==> config.mk <==
export PLATFORM = sky130hd
export DESIGN_NAME = melody_tone_sequencer_core_flat
export DESIGN_NICKNAME = d
export VERILOG_FILES = /design/src/sv/mtseq_pkg.sv /design/src/sv/mtseq_ifs.sv /design/src/sv/mtseq_divider.sv /design/src/sv/melody_tone_sequencer_core.sv /design/src/flat_wrapper.sv
export SDC_FILE = /design/constraint.sdc
export NUM_CORES = 2
export LEC_CHECK = 0
export BUFFER_PORTS_ARGS = -buffer_cell sky130_fd_sc_hd__buf_2
export CAP_MARGIN = 20
export CORE_AREA = 2 2 265 528
export DETAILED_ROUTE_END_ITERATION = 10
export DIE_AREA = 0 0 267 530
export GPL_TIMING_DRIVEN = 0
export PLACE_DENSITY = 0.78
export SLEW_MARGIN = 5
export SYNTH_ARGS = -nofsm -noshare
export SYNTH_HDL_FRONTEND = slang
export SYNTH_SLANG_ARGS = --single-unit
==> constraint.sdc <==
create_clock -name clock -period 5.2 [get_ports clock]
set_clock_uncertainty 0.1 [all_clocks]
set_input_delay 0.52 -clock clock [delete_from_list [all_inputs] [get_ports clock]]
set_output_delay 0.52 -clock clock [all_outputs]
set_load 0.01 [all_outputs]
==> src/sv/mtseq_pkg.sv <==
// Package for the melody tone sequencer: widths, command codes, defaults,
// the controller state type and the divider status struct.
// No dependencies.
package mtseq_pkg;

   localparam int ADDR_W = 7;
   localparam int WORD_W = 16;
   localparam int FREQ_W = 11;
   localparam int LEN_W  = 8;
   localparam int DIV_W  = 16;
   localparam int DUR_W  = 6;

   localparam int NOTE_DEPTH_DEFAULT      = 128;
   localparam int CLOCK_NUMERATOR_DEFAULT = 1193181;

   localparam logic [ADDR_W-1:0] LAST_INDEX_RESET = 7'd109;
   localparam logic [FREQ_W-1:0] SILENT_LIMIT     = 11'h012;

   localparam logic CMD_WRITE = 1'b0;
   localparam logic CMD_TICK  = 1'b1;

   typedef enum logic [1:0] {
      ST_IDLE,
      ST_FETCH,
      ST_DIVIDE,
      ST_PUSH
   } ctrl_state_type;

   typedef struct packed {
      logic busy;
      logic done;
   } div_status_type;

endpackage

==> src/sv/mtseq_ifs.sv <==
// Valid/ready channel interfaces for the request and response transactions.
// Depends on mtseq_pkg for the field widths.
interface mtseq_req_intf
   import mtseq_pkg::*;
();
   logic              valid;
   logic              ready;
   logic              cmd;
   logic [ADDR_W-1:0] note_addr;
   logic [WORD_W-1:0] note_word;

   modport source (output valid, cmd, note_addr, note_word, input ready);
   modport sink   (input valid, cmd, note_addr, note_word, output ready);
endinterface

interface mtseq_rsp_intf
   import mtseq_pkg::*;
();
   logic             valid;
   logic             ready;
   logic             speaker_enable;
   logic [DIV_W-1:0] tone_divisor;
   logic             divisor_loaded;

   modport source (output valid, speaker_enable, tone_divisor, divisor_loaded, input ready);
   modport sink   (input valid, speaker_enable, tone_divisor, divisor_loaded, output ready);
endinterface

==> src/sv/mtseq_divider.sv <==
// Bit-serial restoring divider: a constant numerator divided by a note frequency,
// one quotient bit per cycle through a shift register. Depends on mtseq_pkg.
module mtseq_divider
   import mtseq_pkg::*;
#(
   parameter int NUMERATOR = CLOCK_NUMERATOR_DEFAULT
) (
   input  logic              clock,
   input  logic              reset,
   input  logic              start,
   input  logic [FREQ_W-1:0] divisor,
   output div_status_type    status,
   output logic [DIV_W-1:0]  quotient
);

   localparam int NW = $clog2(NUMERATOR + 1);
   localparam int CW = $clog2(NW + 1);

   logic [FREQ_W-1:0] rem_ff, rem_in;
   logic [NW-1:0]     quo_ff, quo_in;
   logic [FREQ_W-1:0] den_ff, den_in;
   logic [CW-1:0]     cnt_ff, cnt_in;
   logic              busy_ff, busy_in;
   logic              done_ff, done_in;
   logic [FREQ_W:0]   shifted;
   logic              fits;

   always_comb begin
      shifted = {rem_ff, quo_ff[NW-1]};
      fits    = shifted >= {1'b0, den_ff};
      rem_in  = rem_ff;
      quo_in  = quo_ff;
      den_in  = den_ff;
      cnt_in  = cnt_ff;
      busy_in = busy_ff;
      done_in = 1'b0;
      if (start) begin
         rem_in  = '0;
         quo_in  = NW'(NUMERATOR);
         den_in  = divisor;
         cnt_in  = CW'(NW);
         busy_in = 1'b1;
      end else if (busy_ff) begin
         rem_in = fits ? FREQ_W'(shifted - {1'b0, den_ff}) : FREQ_W'(shifted);
         quo_in = NW'({quo_ff, fits});
         cnt_in = cnt_ff - 1'b1;
         if (cnt_ff == CW'(1)) begin
            busy_in = 1'b0;
            done_in = 1'b1;
         end
      end
   end

   always_ff @(posedge clock) begin
      rem_ff <= rem_in;
      quo_ff <= quo_in;
      den_ff <= den_in;
      cnt_ff <= cnt_in;
      if (reset) begin
         busy_ff <= 1'b0;
         done_ff <= 1'b0;
      end else begin
         busy_ff <= busy_in;
         done_ff <= done_in;
      end
   end

   assign status   = '{busy: busy_ff, done: done_ff};
   assign quotient = DIV_W'(quo_ff);

endmodule

==> src/sv/melody_tone_sequencer_core.sv <==
// Melody tone sequencer: one response transaction for every request transaction. A write
// request stores a note word in the 16-bit note memory (one write port, one registered read
// port) and then goes to the push state. A tick that only counts also goes straight to push.
// A tick that fetches a note takes the registered read data in the fetch state; a silent note
// goes on to push, and a note that loads a tone first passes through the divide state, where
// the bit-serial divider forms the tone divisor one quotient bit per cycle. The next request is
// accepted while a finished response still waits in the output register.
// Depends on mtseq_pkg, mtseq_ifs and mtseq_divider.
module melody_tone_sequencer_core
   import mtseq_pkg::*;
#(
   parameter int NOTE_DEPTH      = NOTE_DEPTH_DEFAULT,
   parameter int CLOCK_NUMERATOR = CLOCK_NUMERATOR_DEFAULT
) (
   input  logic                clock,
   input  logic                reset,
   mtseq_req_intf.sink         req_bus,
   mtseq_rsp_intf.source       rsp_bus,
   input  logic                csr_wr_en,
   input  logic [ADDR_W-1:0]   csr_wr_data
);

   localparam int AW = (NOTE_DEPTH > 1) ? $clog2(NOTE_DEPTH) : 1;

   ctrl_state_type state_ff, state_in;

   logic [WORD_W-1:0] note_mem [NOTE_DEPTH];
   logic [WORD_W-1:0] rd_data_ff;
   logic              rd_ok_ff;

   logic [ADDR_W-1:0] last_index_ff;
   logic [LEN_W-1:0]  tick_count_ff, tick_count_in;
   logic [LEN_W-1:0]  note_length_ff, note_length_in;
   logic [ADDR_W-1:0] play_index_ff, play_index_in;
   logic              speaker_ff, speaker_in;
   logic [DIV_W-1:0]  divisor_ff, divisor_in;
   logic              loaded_ff, loaded_in;

   logic              rsp_valid_ff;
   logic              rsp_speaker_ff;
   logic [DIV_W-1:0]  rsp_divisor_ff;
   logic              rsp_loaded_ff;

   logic              req_fire;
   logic              counting;
   logic              silent;
   logic              push;
   logic              req_ready;
   logic              div_start;
   logic [WORD_W-1:0] fetched;
   logic [FREQ_W-1:0] freq;
   logic [ADDR_W:0]   next_index;
   logic              wr_ok;
   logic              rd_ok;
   div_status_type    div_status;
   logic [DIV_W-1:0]  div_quotient;

   assign req_fire   = req_bus.valid && req_ready;
   assign counting   = tick_count_ff < note_length_ff;
   assign fetched    = rd_ok_ff ? rd_data_ff : '0;
   assign freq       = fetched[WORD_W-1:DUR_W-1];
   assign silent     = freq <= SILENT_LIMIT;
   assign next_index = {1'b0, play_index_ff} + 1'b1;
   assign wr_ok      = 32'(req_bus.note_addr) < 32'(NOTE_DEPTH);
   assign rd_ok      = 32'(play_index_ff) < 32'(NOTE_DEPTH);

   always_ff @(posedge clock) begin
      if (req_fire && req_bus.cmd == CMD_WRITE && wr_ok) begin
         note_mem[AW'(req_bus.note_addr)] <= req_bus.note_word;
      end
      rd_data_ff <= note_mem[AW'(play_index_ff)];
      rd_ok_ff   <= rd_ok;
   end

   mtseq_divider #(
      .NUMERATOR (CLOCK_NUMERATOR)
   ) u_divider (
      .clock    (clock),
      .reset    (reset),
      .start    (div_start),
      .divisor  (freq),
      .status   (div_status),
      .quotient (div_quotient)
   );

   always_comb begin
      state_in = state_ff;
      case (state_ff)
         ST_IDLE: begin
            if (req_fire) begin
               if (req_bus.cmd == CMD_WRITE || counting) begin
                  state_in = ST_PUSH;
               end else begin
                  state_in = ST_FETCH;
               end
            end
         end
         ST_FETCH:  state_in = silent ? ST_PUSH : ST_DIVIDE;
         ST_DIVIDE: if (div_status.done) state_in = ST_PUSH;
         ST_PUSH:   if (push) state_in = ST_IDLE;
         default:   state_in = ST_IDLE;
      endcase
   end

   always_comb begin
      req_ready = 1'b0;
      div_start = 1'b0;
      push      = 1'b0;
      case (state_ff)
         ST_IDLE:   req_ready = 1'b1;
         ST_FETCH:  div_start = !silent;
         ST_DIVIDE: ;
         ST_PUSH:   push = !rsp_valid_ff || rsp_bus.ready;
         default:   ;
      endcase
   end

   always_comb begin
      tick_count_in  = tick_count_ff;
      note_length_in = note_length_ff;
      play_index_in  = play_index_ff;
      speaker_in     = speaker_ff;
      divisor_in     = divisor_ff;
      loaded_in      = loaded_ff;
      if (req_fire) begin
         loaded_in = 1'b0;
         if (req_bus.cmd == CMD_TICK && counting) begin
            tick_count_in = tick_count_ff + 1'b1;
         end
      end
      if (state_ff == ST_FETCH) begin
         note_length_in = {{(LEN_W-DUR_W){1'b0}}, fetched[DUR_W-1:0]} - 1'b1;
         tick_count_in  = '0;
         play_index_in  = (next_index > {1'b0, last_index_ff}) ? '0
                                                                : next_index[ADDR_W-1:0];
         if (silent) begin
            speaker_in = 1'b0;
         end
      end
      if (state_ff == ST_DIVIDE && div_status.done) begin
         divisor_in = div_quotient;
         speaker_in = 1'b1;
         loaded_in  = 1'b1;
      end
   end

   always_ff @(posedge clock) begin
      if (reset) begin
         state_ff       <= ST_IDLE;
         last_index_ff  <= LAST_INDEX_RESET;
         tick_count_ff  <= '0;
         note_length_ff <= '0;
         play_index_ff  <= '0;
         speaker_ff     <= 1'b0;
         divisor_ff     <= '0;
         loaded_ff      <= 1'b0;
         rsp_valid_ff   <= 1'b0;
      end else begin
         state_ff       <= state_in;
         tick_count_ff  <= tick_count_in;
         note_length_ff <= note_length_in;
         play_index_ff  <= play_index_in;
         speaker_ff     <= speaker_in;
         divisor_ff     <= divisor_in;
         loaded_ff      <= loaded_in;
         if (csr_wr_en) begin
            last_index_ff <= csr_wr_data;
         end
         if (push) begin
            rsp_valid_ff <= 1'b1;
         end else if (rsp_bus.ready) begin
            rsp_valid_ff <= 1'b0;
         end
      end
   end

   always_ff @(posedge clock) begin
      if (push) begin
         rsp_speaker_ff <= speaker_ff;
         rsp_divisor_ff <= divisor_ff;
         rsp_loaded_ff  <= loaded_ff;
      end
   end

   assign req_bus.ready          = req_ready;
   assign rsp_bus.valid          = rsp_valid_ff;
   assign rsp_bus.speaker_enable = rsp_speaker_ff;
   assign rsp_bus.tone_divisor   = rsp_divisor_ff;
   assign rsp_bus.divisor_loaded = rsp_loaded_ff;

   a_tick_bounded: assert property (@(posedge clock) disable iff (reset)
      tick_count_ff <= note_length_ff)
      else $error("Tick count ran past the note length.");

   a_start_idle_divider: assert property (@(posedge clock) disable iff (reset)
      div_start |-> !div_status.busy)
      else $error("Divider started while still busy.");

   a_loaded_speaker: assert property (@(posedge clock) disable iff (reset)
      rsp_valid_ff && rsp_loaded_ff |-> rsp_speaker_ff)
      else $error("Divisor loaded while the speaker is silenced.");

   a_done_in_divide: assert property (@(posedge clock) disable iff (reset)
      div_status.done |-> state_ff == ST_DIVIDE)
      else $error("Divider finished outside the divide state.");

endmodule
==> src/flat_wrapper.sv <==
// flat-port wrapper written by rule: the top's interface ports become plain ports
module melody_tone_sequencer_core_flat import mtseq_pkg::*;
#(
   parameter int NOTE_DEPTH      = NOTE_DEPTH_DEFAULT,
   parameter int CLOCK_NUMERATOR = CLOCK_NUMERATOR_DEFAULT
)
  (clock, reset, csr_wr_en, csr_wr_data, req_bus_valid, req_bus_cmd, req_bus_note_addr, req_bus_note_word, req_bus_ready, rsp_bus_valid, rsp_bus_speaker_enable, rsp_bus_tone_divisor, rsp_bus_divisor_loaded, rsp_bus_ready);
  mtseq_req_intf req_bus_i ();
  mtseq_rsp_intf rsp_bus_i ();
  input  logic clock;
  input  logic reset;
  input  logic csr_wr_en;
  input  logic [ADDR_W-1:0] csr_wr_data;
  input wire logic [$bits(req_bus_i.valid)-1:0] req_bus_valid;
  input wire logic [$bits(req_bus_i.cmd)-1:0] req_bus_cmd;
  input wire logic [$bits(req_bus_i.note_addr)-1:0] req_bus_note_addr;
  input wire logic [$bits(req_bus_i.note_word)-1:0] req_bus_note_word;
  output wire logic [$bits(req_bus_i.ready)-1:0] req_bus_ready;
  output wire logic [$bits(rsp_bus_i.valid)-1:0] rsp_bus_valid;
  output wire logic [$bits(rsp_bus_i.speaker_enable)-1:0] rsp_bus_speaker_enable;
  output wire logic [$bits(rsp_bus_i.tone_divisor)-1:0] rsp_bus_tone_divisor;
  output wire logic [$bits(rsp_bus_i.divisor_loaded)-1:0] rsp_bus_divisor_loaded;
  input wire logic [$bits(rsp_bus_i.ready)-1:0] rsp_bus_ready;
  assign req_bus_i.valid = req_bus_valid;
  assign req_bus_i.cmd = req_bus_cmd;
  assign req_bus_i.note_addr = req_bus_note_addr;
  assign req_bus_i.note_word = req_bus_note_word;
  assign req_bus_ready = req_bus_i.ready;
  assign rsp_bus_valid = rsp_bus_i.valid;
  assign rsp_bus_speaker_enable = rsp_bus_i.speaker_enable;
  assign rsp_bus_tone_divisor = rsp_bus_i.tone_divisor;
  assign rsp_bus_divisor_loaded = rsp_bus_i.divisor_loaded;
  assign rsp_bus_i.ready = rsp_bus_ready;
  melody_tone_sequencer_core #(.NOTE_DEPTH(NOTE_DEPTH), .CLOCK_NUMERATOR(CLOCK_NUMERATOR)) u_core (.clock(clock), .reset(reset), .req_bus(req_bus_i), .rsp_bus(rsp_bus_i), .csr_wr_en(csr_wr_en), .csr_wr_data(csr_wr_data));
endmodule
==> results.json <==
{
  "status": "finished with violations",
  "violations": "negative setup slack",
  "synth_fa_ha_area_share_pct": 0.527,
  "grt_start_max_net_pins": 105,
  "vias": 46800,
  "r2r_cells": 9,
  "postRouteAntennaNets": 0,
  "cts_tree": "done",
  "hold_path.class": "in -> reg",
  "ys_ff_latch": 2182,
  "die_area_um2": 142000,
  "postCtsResizedCells": 0,
  "leakage_nw": 29.4,
  "worstHoldPathCells": 1,
  "synth_top_area_cell": "edfxtp_1",
  "required_ps": 5790,
  "cp_max_fo": 10,
  "grt_overflow_total": 0,
  "finalNonFillerCells": 6751,
  "grt_antenna_before_repair": 14,
  "syn-cell-area_um2": 84600,
  "clk_pin_slew_ps": 70,
  "layout_commonest_cell": "edfxtp_1",
  "synth-compound-area-share_pct": 3.94,
  "place_congestion": 1.06,
  "drt_pre_antenna_iters": 8,
  "synth_top_area_share_pct": 73.7,
  "tns_ps": -33.6,
  "numPortBuffers": 53,
  "tightest_slew_ps": 1470,
  "cpMaxStageDelayCell": "a21oi_1",
  "setup_violations": 1,
  "yosys_warnings": 0,
  "netlist_top_cells_area": "edfxtp_1 (74%), mux4_2 (9.3%), mux2i_1 (4.7%)",
  "via_per_inst": 6.93,
  "drt-wirelength-per-cell_um": 37.8,
  "std_cell_rows": 193,
  "hold_viol": 0,
  "final_core_util_pct": 69.7,
  "io-pin-count": 56,
  "ys_types": 63,
  "slowest_delay_ps": 900,
  "whs_ps": 38.8,
  "num-nets-final": 4824,
  "hpwl_um": 173000,
  "cts-buffers-inserted": 179,
  "cpMostUsedCell": "buf_2",
  "start_util_pct": 61.3,
  "drc_errors": 0,
  "area_growth_pct": 13.5,
  "synth_flop_cell": "edfxtp_1",
  "cts_sinks": 2182,
  "maxSlewViolCount": 0,
  "syn_avg_cell_area_um2": 19.5,
  "timing.final.crit_share_pct": 101,
  "grt_pass1_vias": 46500,
  "yosys.area_share.simple_pct": 3.37,
  "synth_xor_area_share_pct": 0.166,
  "core_area_um2": 138000,
  "synth_edf_count": 2077,
  "peakVddDrop_mv": 0.278,
  "grt_util_all_layers_pct": 36.7,
  "fp.dieW_um": 267,
  "path_cells": "buf_2 > and2_1 > buf_2 > buf_2 > buf_2 > a22oi_1 > a21oi_1 > nand4_1 > a211o_1",
  "seq_area_frac_synth_pct": 76.2,
  "drt_wl_total_um": 255000,
  "final_cell_mix": "edfxtp_1 (2077), mux2i_1 (401), mux4_2 (351)",
  "path_buf_inv": 4,
  "cts_buffer_depth": 4,
  "critPathCaptureType": "flop",
  "insertion_delay_ps": 830,
  "rsz0062_at_grt": "false",
  "drt-initial-drc-count": 6030,
  "yosys-mux-area-fraction_pct": 14.1,
  "layout-drive-gt1-share_pct": 22.8,
  "postLayoutSetupSlackWorst_ps": -33.6,
  "grt_pass1_wl_um": 351000,
  "path_class": "reg -> reg",
  "fmax_ghz": 0.191,
  "pre_cts_ws_ps": 503,
  "cp-start-kind": "flop",
  "maxCapViolCount": 0,
  "cp_num_cells": 9,
  "async_reset_ff_share_pct": 0,
  "relSlewSlack_pct": 2.19,
  "dp_cells": 6402,
  "synth_top_family_by_area": "multiplexers",
  "synth_cells": 4345,
  "htree_levels": 4,
  "layout_min_cycle_time_ps": 5230,
  "critPathTopFamily": "buffers and inverters",
  "synthesis.nets": 4416,
  "power.density_nw_per_um2": 411,
  "root_buffer": "clkbuf_16",
  "dieHeight_um": 530,
  "crit_arrival_ps": 5820
}
==> worst paths after layout <==
check,from,endpoint,slack [ps]
max,u_core.play_index_ff[0]$_SDFFE_PP0P_,u_core.rd_data_ff[14]$_DFF_P_,-30
min,req_bus_note_word[14],u_core.note_mem[32][14]$_DFFE_PP_,40
min reg2reg,u_core.rd_data_ff[12]$_DFF_P_,u_core.u_divider.den_ff[7]$_DFFE_PP_,330
max reg2reg,u_core.play_index_ff[0]$_SDFFE_PP0P_,u_core.rd_data_ff[14]$_DFF_P_,-30
==> metal layers <==
layer	track usage (%)	up-vias	routed length [um]
li1	-	18600	-
met1	36.6	23600	72100
met2	61.7	3574	127000
met3	8.50	1024	23800
met4	36.2	8	31900
met5	0.0693	-	47
==> cell families after synthesis <==
group	Yosys count
XOR/XNOR	16
buffers and inverters	302
multiplexers	752
AO/OA/AOI/OAI	461
AND/OR/NAND/NOR	597
adder cells (fa/ha/maj)	35
flip-flops	2182
==> report_power, final <==
part | switching (W) | internal (W) | total [W]
registers | 0.000234 | 0.0195 | 0.0198
clock network | 0.00615 | 0.00747 | 0.0136
logic | 0.00379 | 0.00234 | 0.00613
==> repair_timing <==
item,4_1_cts,5_1_grt
hold endpoints to repair,68,0
setup buffers,0,0
hold buffers,12,0
==> metrics by stage <==
step / area [um2] / power, W
after floorplan: 84600 / 0.0237
after global placement: 87200 / 0.0258
after detailed placement: 90000 / 0.0260
after CTS: 95900 / 0.0393
after global routing: 96000 / 0.0402
final: 96000 / 0.0395
==> synthesized netlist by cell type (all sizes together) (5+ instances only) <==
library cell / count
nand2: 130
mux4: 351
a221oi: 45
clkbuf: 120
and2: 5
nand3: 136
ha: 34
nand3b: 6
mux2i: 401
nand4: 62
a31oi: 34
edfxtp: 2077
a211oi: 8
and3: 9
a21oi: 70
nor2: 171
buf: 139
a22oi: 176
nor3b: 6
nor3: 9
a311oi: 8
o211ai: 7
o21ai: 50
a21o: 7
nor2b: 19
or3: 18
o21a: 5
a22o: 21
a32oi: 11
nand2b: 6
xnor2: 12
dfxtp: 105
inv: 43
==> cell type report <==
type | instances | area (um2)
inverter | 43 | 161
clock buffer | 210 | 4720
antenna | 9 | 22.5
buffer | 259 | 1270
fill | 7964 | 41800
timing repair buffer | 227 | 2970
sequential | 2182 | 64500
clock inverter | 108 | 1060
tap | 1852 | 2320
multi-input combinational | 1861 | 19000
==> sequential cells by signal, summed over array words and instances (netlist names), 2 cells and up <==
| signal | flops |
|---|---|
| u_core.last_index_ff | 7 |
| u_core.u_divider.cnt_ff | 5 |
| u_core.rsp_bus.tone_divisor | 16 |
| u_core.tick_count_ff | 8 |
| u_core.state_ff | 2 |
| u_core.rd_data_ff | 16 |
| u_core.u_divider.quo_ff | 21 |
| u_core.play_index_ff | 7 |
| u_core.note_mem | 2048 |
| u_core.divisor_ff | 16 |
| u_core.note_length_ff | 7 |
| u_core.u_divider.rem_ff | 11 |
| u_core.u_divider.den_ff | 11 |
==> worst register-to-register path: stages, from the launching register on <==
cell	delay (ps)
dfxtp_1	500
buf_2	600
and2_1	370
buf_2	460
buf_2	520
buf_2	500
a22oi_1	130
a21oi_1	900
nand4_1	550
a211o_1	490
Note: power is estimated with default switching activity, not from simulation.
